### src/hw/rtl/gmtr_pkg.sv
`timescale 1ns / 1ps
package gmtr_pkg;

  localparam int unsigned MaxSideDef = 8;
  localparam int unsigned CoordW     = 3;
  localparam int unsigned LetterW    = 8;
  localparam int unsigned GridW      = 4;
  localparam logic [GridW-1:0] GridSizeRst = 4'd8;

  typedef enum logic [1:0] {
    OP_LOAD_MASK = 2'd0,
    OP_LOAD_MSG  = 2'd1,
    OP_READ      = 2'd2,
    OP_NOP       = 2'd3
  } op_e;

  typedef enum logic [2:0] {
    XF_NONE   = 3'd0,
    XF_ROT90  = 3'd1,
    XF_ROT180 = 3'd2,
    XF_ROT270 = 3'd3,
    XF_MIRROR = 3'd4
  } xform_e;

  typedef struct packed {
    logic [1:0]         operation;
    logic [CoordW-1:0]  row;
    logic [CoordW-1:0]  col;
    logic               hole_open;
    logic [LetterW-1:0] letter;
    logic [2:0]         transform;
  } in_item_t;

  typedef struct packed {
    logic [LetterW-1:0] out_letter;
    logic               last;
  } out_item_t;

  // Orientation as an element of the dihedral group: mirror first, then turns.
  typedef struct packed {
    logic       mirror;
    logic [1:0] turns;
  } orient_t;

  function automatic orient_t next_orient(orient_t cur, logic [2:0] xf);
    orient_t res;
    res = cur;
    case (xf)
      XF_ROT90, XF_ROT180, XF_ROT270: begin
        // A turn applied to a mirrored grille runs the other way.
        res.turns = cur.mirror ? (cur.turns - xf[1:0]) : (cur.turns + xf[1:0]);
      end
      XF_MIRROR: res.mirror = ~cur.mirror;
      default:   res = cur;
    endcase
    return res;
  endfunction

endpackage

### src/hw/rtl/gmtr_ram.sv
`timescale 1ns / 1ps
module gmtr_ram #(
  parameter int unsigned Width = 8,
  parameter int unsigned Depth = 64,
  localparam int unsigned AddrW = (Depth > 1) ? $clog2(Depth) : 1
) (
  input  logic             clk_i,
  input  logic             we_i,
  input  logic [AddrW-1:0] waddr_i,
  input  logic [Width-1:0] wdata_i,
  input  logic             re_i,
  input  logic [AddrW-1:0] raddr_i,
  output logic [Width-1:0] rdata_o
);

  logic [Width-1:0] mem_q [Depth];
  logic [Width-1:0] rdata_q;

  // Read data holds while the read enable is low.
  always_ff @(posedge clk_i) begin
    if (we_i) begin
      mem_q[waddr_i] <= wdata_i;
    end
    if (re_i) begin
      rdata_q <= mem_q[raddr_i];
    end
  end

  assign rdata_o = rdata_q;

endmodule

### src/hw/rtl/grille_mask_transform_reader_core.sv
`timescale 1ns / 1ps
// Turning grille reader. Mask cells and message cells are loaded one item at
// a time into two single-port-read memories. A read item first folds its
// transform (none, a clockwise turn of 90, 180 or 270 degrees, or a left-right
// mirror) into the stored orientation, then scans the n by n grid in row-major
// order, where n is grid_size capped at MaxSide. For each cell the message
// memory is read at the cell itself and the mask memory at the cell mapped
// back through the orientation, both in the same cycle. Every open hole yields
// one output item with the message letter, and the last of them carries last.
// A read holds the input side until its scan ends and the held-back item has
// been passed on, also while the output side stalls. One output item is held
// back so that last can be set on it once the scan ends; a read through a
// grille with no open holes produces nothing. Loads with row or col at or
// beyond n are dropped. grid_size is to be written through the configuration
// port only while the block is idle, which the block does not enforce. It
// resets to 8; the stored cells and orientation survive a change of grid size.
module grille_mask_transform_reader_core
  import gmtr_pkg::*;
#(
  parameter int unsigned MaxSide = MaxSideDef
) (
  input  logic             clk_i,
  input  logic             rst_ni,
  input  logic             in_valid_i,
  output logic             in_stall_o,
  input  in_item_t         in_item_i,
  output logic             out_valid_o,
  input  logic             out_stall_i,
  output out_item_t        out_item_o,
  input  logic             cfg_we_i,
  input  logic [GridW-1:0] cfg_wdata_i
);

  localparam int unsigned Cells = MaxSide * MaxSide;
  localparam int unsigned AddrW = (Cells > 1) ? $clog2(Cells) : 1;
  localparam logic [GridW-1:0] MaxSideW = GridW'(MaxSide);

  // Cells are stored row-major with a fixed stride of MaxSide.
  function automatic logic [AddrW-1:0] cell_addr(logic [CoordW-1:0] r,
                                                 logic [CoordW-1:0] c);
    return AddrW'(32'(r) * MaxSide + 32'(c));
  endfunction

  // Configuration and orientation.
  logic [GridW-1:0] grid_q;
  orient_t          orient_q, orient_d;

  // Scan control.
  logic              scan_q, scan_d;
  logic [CoordW-1:0] row_q, row_d;
  logic [CoordW-1:0] col_q, col_d;
  logic [CoordW-1:0] last_idx_q, last_idx_d;
  orient_t           scan_orient_q;

  // Memory read in flight, the held-back hit, and the output register.
  logic               rd_valid_q, rd_valid_d;
  logic               pend_valid_q, pend_valid_d;
  logic [LetterW-1:0] pend_q, pend_d;
  logic               out_valid_q, out_valid_d;
  out_item_t          out_q, out_d;

  logic [GridW-1:0]   side;
  logic               in_accept;
  logic               in_range;
  logic               busy;
  logic               out_free;
  logic               hit;
  logic               consume;
  logic               issue;
  logic               push_mid;
  logic               push_final;
  logic               mask_we;
  logic               msg_we;
  logic [AddrW-1:0]   load_addr;
  logic [AddrW-1:0]   mask_raddr;
  logic [AddrW-1:0]   msg_raddr;
  logic [0:0]         mask_rdata;
  logic [LetterW-1:0] msg_rdata;
  logic [CoordW-1:0]  src_row;
  logic [CoordW-1:0]  src_col;
  logic [CoordW-1:0]  col_m;

  // A grid_size above MaxSide acts as MaxSide.
  assign side = (grid_q > MaxSideW) ? MaxSideW : grid_q;

  // The block takes no item while a read is still scanning or delivering.
  assign busy       = scan_q || rd_valid_q || pend_valid_q;
  assign in_stall_o = busy;
  assign in_accept  = in_valid_i && !in_stall_o;

  assign in_range  = ({1'b0, in_item_i.row} < side) && ({1'b0, in_item_i.col} < side);
  assign load_addr = cell_addr(in_item_i.row, in_item_i.col);
  assign mask_we   = in_accept && (in_item_i.operation == OP_LOAD_MASK) && in_range;
  assign msg_we    = in_accept && (in_item_i.operation == OP_LOAD_MSG) && in_range;

  // Map the scanned cell back to the stored mask cell: mirror, then turns.
  always_comb begin
    col_m = scan_orient_q.mirror ? (last_idx_q - col_q) : col_q;
    unique case (scan_orient_q.turns)
      2'd0: begin
        src_row = row_q;
        src_col = col_m;
      end
      2'd1: begin
        src_row = last_idx_q - col_m;
        src_col = row_q;
      end
      2'd2: begin
        src_row = last_idx_q - row_q;
        src_col = last_idx_q - col_m;
      end
      2'd3: begin
        src_row = col_m;
        src_col = last_idx_q - row_q;
      end
      default: begin
        src_row = row_q;
        src_col = col_m;
      end
    endcase
  end

  assign mask_raddr = cell_addr(src_row, src_col);
  assign msg_raddr  = cell_addr(row_q, col_q);

  // A returned cell is retired unless it is a hit that would push the held
  // item into a full output register.
  assign out_free   = !out_valid_q || !out_stall_i;
  assign hit        = mask_rdata[0];
  assign consume    = rd_valid_q && (!hit || !pend_valid_q || out_free);
  assign issue      = scan_q && (!rd_valid_q || consume);
  assign push_mid   = consume && hit && pend_valid_q;
  assign push_final = !scan_q && !rd_valid_q && pend_valid_q && out_free;

  always_comb begin
    orient_d   = orient_q;
    scan_d     = scan_q;
    row_d      = row_q;
    col_d      = col_q;
    last_idx_d = last_idx_q;

    if (in_accept && (in_item_i.operation == OP_READ)) begin
      orient_d   = next_orient(orient_q, in_item_i.transform);
      scan_d     = (side != '0);
      row_d      = '0;
      col_d      = '0;
      last_idx_d = CoordW'(side - GridW'(1));
    end else if (issue) begin
      if (col_q == last_idx_q) begin
        col_d = '0;
        if (row_q == last_idx_q) begin
          scan_d = 1'b0;
        end else begin
          row_d = row_q + CoordW'(1);
        end
      end else begin
        col_d = col_q + CoordW'(1);
      end
    end

    rd_valid_d = issue ? 1'b1 : (consume ? 1'b0 : rd_valid_q);

    pend_valid_d = pend_valid_q;
    pend_d       = pend_q;
    if (consume && hit) begin
      pend_valid_d = 1'b1;
      pend_d       = msg_rdata;
    end else if (push_final) begin
      pend_valid_d = 1'b0;
    end

    out_valid_d = out_valid_q && out_stall_i;
    out_d       = out_q;
    if (push_mid) begin
      out_valid_d      = 1'b1;
      out_d.out_letter = pend_q;
      out_d.last       = 1'b0;
    end else if (push_final) begin
      out_valid_d      = 1'b1;
      out_d.out_letter = pend_q;
      out_d.last       = 1'b1;
    end
  end

  always_ff @(posedge clk_i or negedge rst_ni) begin
    if (!rst_ni) begin
      grid_q       <= GridSizeRst;
      orient_q     <= '0;
      scan_q       <= 1'b0;
      rd_valid_q   <= 1'b0;
      pend_valid_q <= 1'b0;
      out_valid_q  <= 1'b0;
    end else begin
      if (cfg_we_i) begin
        grid_q <= cfg_wdata_i;
      end
      orient_q     <= orient_d;
      scan_q       <= scan_d;
      rd_valid_q   <= rd_valid_d;
      pend_valid_q <= pend_valid_d;
      out_valid_q  <= out_valid_d;
    end
  end

  // Payload and counters need no reset.
  always_ff @(posedge clk_i) begin
    row_q         <= row_d;
    col_q         <= col_d;
    last_idx_q    <= last_idx_d;
    scan_orient_q <= orient_d;
    pend_q        <= pend_d;
    out_q         <= out_d;
  end

  gmtr_ram #(
    .Width(1),
    .Depth(Cells)
  ) u_mask_ram (
    .clk_i  (clk_i),
    .we_i   (mask_we),
    .waddr_i(load_addr),
    .wdata_i(in_item_i.hole_open),
    .re_i   (issue),
    .raddr_i(mask_raddr),
    .rdata_o(mask_rdata)
  );

  gmtr_ram #(
    .Width(LetterW),
    .Depth(Cells)
  ) u_msg_ram (
    .clk_i  (clk_i),
    .we_i   (msg_we),
    .waddr_i(load_addr),
    .wdata_i(in_item_i.letter),
    .re_i   (issue),
    .raddr_i(msg_raddr),
    .rdata_o(msg_rdata)
  );

  assign out_valid_o = out_valid_q;
  assign out_item_o  = out_q;

endmodule

### config.mk
export PLATFORM = sky130hd
export DESIGN_NAME = grille_mask_transform_reader_core
export DESIGN_NICKNAME = d
export VERILOG_FILES = /design/src/hw/rtl/gmtr_pkg.sv /design/src/hw/rtl/gmtr_ram.sv /design/src/hw/rtl/grille_mask_transform_reader_core.sv
export SDC_FILE = /design/constraint.sdc
export NUM_CORES = 1
export LEC_CHECK = 0
export ABC_AREA = 1
export BUFFER_PORTS_ARGS = -buffer_cell sky130_fd_sc_hd__buf_4
export CAP_MARGIN = 20
export CELL_PAD_IN_SITES_DETAIL_PLACEMENT = 0
export CELL_PAD_IN_SITES_GLOBAL_PLACEMENT = 1
export CORE_MARGIN = 2
export CORE_UTILIZATION = 40
export DETAILED_ROUTE_END_ITERATION = 8
export GPL_ROUTABILITY_DRIVEN = 0
export PLACE_DENSITY_LB_ADDON = 0.3
export SYNTH_ARGS = -nofsm -noshare
export SYNTH_HDL_FRONTEND = slang
export SYNTH_SLANG_ARGS = --single-unit
### constraint.sdc
create_clock -name clk_i -period 4.7 [get_ports clk_i]
set_input_delay 0.47 -clock clk_i [delete_from_list [all_inputs] [get_ports clk_i]]
set_output_delay 0.47 -clock clk_i [all_outputs]
set_load 0.01 [all_outputs]
==> results.toml <==
[global_routing]
grt_pass1_vias = 16878
grt_use_total = 0.215
antenna_found_initial = 0
grt_start_max_net_pins = 175
grt_overflow_total = 0
grt_pass1_wl_mm = 108

[outcome]
status = "complete, no violations"

[critical_path]
cp_max_fo = 64
path_buf_inv = 3
slowest_delay_ps = 700
cp.arrival_ps = 3860
critical-path-top-delay-family = "simple AND/OR/NAND/NOR gates"
endpoint_kind = "flip-flop"
cp_common_cell = "o21ai_0"
start_kind = "flip-flop"
crit_required_ps = 4930
critPathKind = "reg2reg"
slowest_stage = "nor2_1"
worstPathCellList = "inv_1 -> o21ai_0 -> ha_1 -> o21ai_0 -> inv_1 -> o21ai_0 -> a31oi_1 -> nor3_1 -> nand2_2 -> buf_4 -> nor2_1"

[clock_network]
insertion_delay_ps = 600
clockBufferDepth = 3
cts-resized-gates = 0
cts_tree = "built"
clk_pin_slew_ps = 60
numCtsBuffers = 67
root_buffer = "clkbuf_16"
cts_hold_buffers = 1
cts_sinks = 625
cts_setup_buffers = 0
htree_levels = 3

[finish]
utilization = 0.459
syn_to_final_growth_pct = 13.7
drive_above_1_share = 0.101
fin_nets = 2270
diodes = 0
fill_cells = 5902

[timing]
setup_slack_ps = 1070
maxSlewViolCount = 0
fin_worst_skew_ps = 15.3
layout_min_cycle_time_ps = 3630
slew_headroom = 0.288
fmax_mhz = 275
tns_ps = 0
hold_viol_final = 0
grt_setup_unrepaired = "no"
finalSetupViolCount = 0
worstMarginPinSlew_ps = 1060
whs_ps = 95.8
fin_crit_sh = 0.773

[detailed_routing]
dr.pass1.iters = 7
drt_wl_total_mm = 71.9
vias = 17399
drt_iter0_markers = 1921
viasPerCell = 5.56
drtAntennaViolNets = 0
wl_per_cell_um = 23.0
drc_errors = 0

[floorplan]
die_area_um2 = 67000
die_x_um = 259
start_util = 0.404
io_pins = 40
core-area_um2 = 64300
rows = 93
die_h_um = 259

[pwr]
pwr-share-seq = 0.368
total_power_mw = 17.8
power_frac_clock = 0.309
powerDensity_nw_per_um2 = 602
power_frac_comb = 0.322
vdd.ir_drop.worst_v = 0.000375
leakagePower_nw = 9.79
p_sw_mw = 6.51
intPower_mw = 11.3
p_sw_frac = 0.367

[yosys]
yosys-top-cells-area = "edfxtp_1 70%, nor2_1 6.8%, o21ai_0 6.3%"
synth-async-reset-ratio = 0.0176
yosysMostFrequentCell = "edfxtp_1"
synth_area_leader_cell = "edfxtp_1"
synth_cells = 2180
syn_avg_cell_area_um2 = 11.9
ys_ff_latch = 625
ys.flop_type = "edfxtp_1"
synth-edff-count = 604
synth-seq-area-share = 0.717
synth.cell_area_um2 = 26000
yosys_warnings = 0
synth_top_cell_area_share = 0.698
synth_cell_types = 39
syn_nets = 2229
synth_common_cells = "604 x edfxtp_1, 469 x nor2_1, 328 x o21ai_0"

[placement]
io_buffers = 39
dpl.hpwl_mm = 43.0
place_ws_ps = 1080

[hold_path]
hp-class = "in2reg"

[run]
drv_cap = 0
state kept, by name, summed over array words and instances (netlist names):
register and flops:
col_q 3, grid_q 4, out_item_o 9, out_valid_o 1, u_msg_ram.mem_q 512, pend_q 8, last_idx_q 3, u_msg_ram.rdata_o 8
pend_valid_q 1, rd_valid_q 1, scan_orient_q 3, u_mask_ram.mem_q 64, scan_q 1, u_mask_ram.rdata_o 1, orient_q 3, row_q 3
worst register-to-register path: stages (launching register included):
cell	delay (ps)
dfstp_2	540
inv_1	60
o21ai_0	370
ha_1	310
o21ai_0	80
inv_1	70
o21ai_0	190
a31oi_1	120
nor3_1	310
nand2_2	80
buf_4	360
nor2_1	770
power by group through the flow:
stage,combinational [mW],sequential [mW],clock (mW)
3_3_place_gp,5.68,6.65,0
5_1_grt,6.30,6.56,5.80
6_report,5.73,6.54,5.50
3_5_place_dp,5.68,6.66,0
4_1_cts,5.71,6.55,5.58
2_1_floorplan,3.72,6.58,0
through the flow:
stage               instances  instance area, um^2
floorplan                2180                26000
global placement         3005                27200
detailed placement       3005                27200
CTS                      3130                29500
global route             3131                29500
finish                   3131                29500
cells by family after synthesis:
family	after synthesis	share of synthesized area
XOR/XNOR	5	0.00169
AND/OR/NAND/NOR	790	0.120
multiplexers	4	0.00169
flip-flops	625	0.717
buffers and inverters	211	0.0365
adder cells (fa/ha/maj)	20	0.0105
AO/OA/AOI/OAI	525	0.113
per-layer routing:
metal  part of all wire  vias up  track usage
met4              0.025        0       0.0657
li1                   -     7964            -
met5                  0        -            0
met1               0.44     8673        0.305
met2               0.45      660        0.331
met3              0.076      102       0.0475
cell usage in the layout (no fill, tap or decap), types with 4 or more instances in the layout:
cell type   Yosys  layout
edfxtp_1      604     604
nor2_1        469     469
o21ai_0       328     328
nand2_1       216     216
o22ai_1       136     136
buf_4           2      99
inv_1          77      74
clkbuf_16       0      70
nand3_1        64      64
nor3_1         26      20
o221ai_1       20      20
ha_1           17      17
o21ai_1        16      16
clkinv_1        2      15
o211ai_1       13      13
clkinv_2        0      10
bufinv_16       0      10
dfrtp_1        10      10
clkbuf_1       90       9
clkinvlp_4      0       9
dfxtp_1        10       7
nor3_2          0       6
a21oi_1         5       5
xor2_1          4       4
nand2_2         4       4
layout make-up:
cell class	instances	area, um^2	share of cell area
tap	855	1070	0.0362
multi-input combinational	1344	6440	0.218
inverter	81	310	0.0105
sequential	625	18600	0.631
clock buffer	79	1790	0.0605
clock inverter	45	519	0.0176
timing repair buffer	102	781	0.0264
path summary, 6_finish.rpt:
check                                          start  slack [ps]                     end  depth (start not counted)
worst max-delay path                       grid_q[3]        1070  u_msg_ram.mem_q[33][3]                         11
worst min-delay path                        cfg_we_i         100               grid_q[3]                          2
worst max register to register             grid_q[3]        1070  u_msg_ram.mem_q[33][3]                         11
worst min register to register  u_msg_ram.rdata_o[7]         420               pend_q[7]                          0
max in group asynchronous                     rst_ni        4230               grid_q[3]                          2
min in group asynchronous                     rst_ni         240             orient_q[1]                          2
Note: power is estimated with default switching activity, not from simulation.
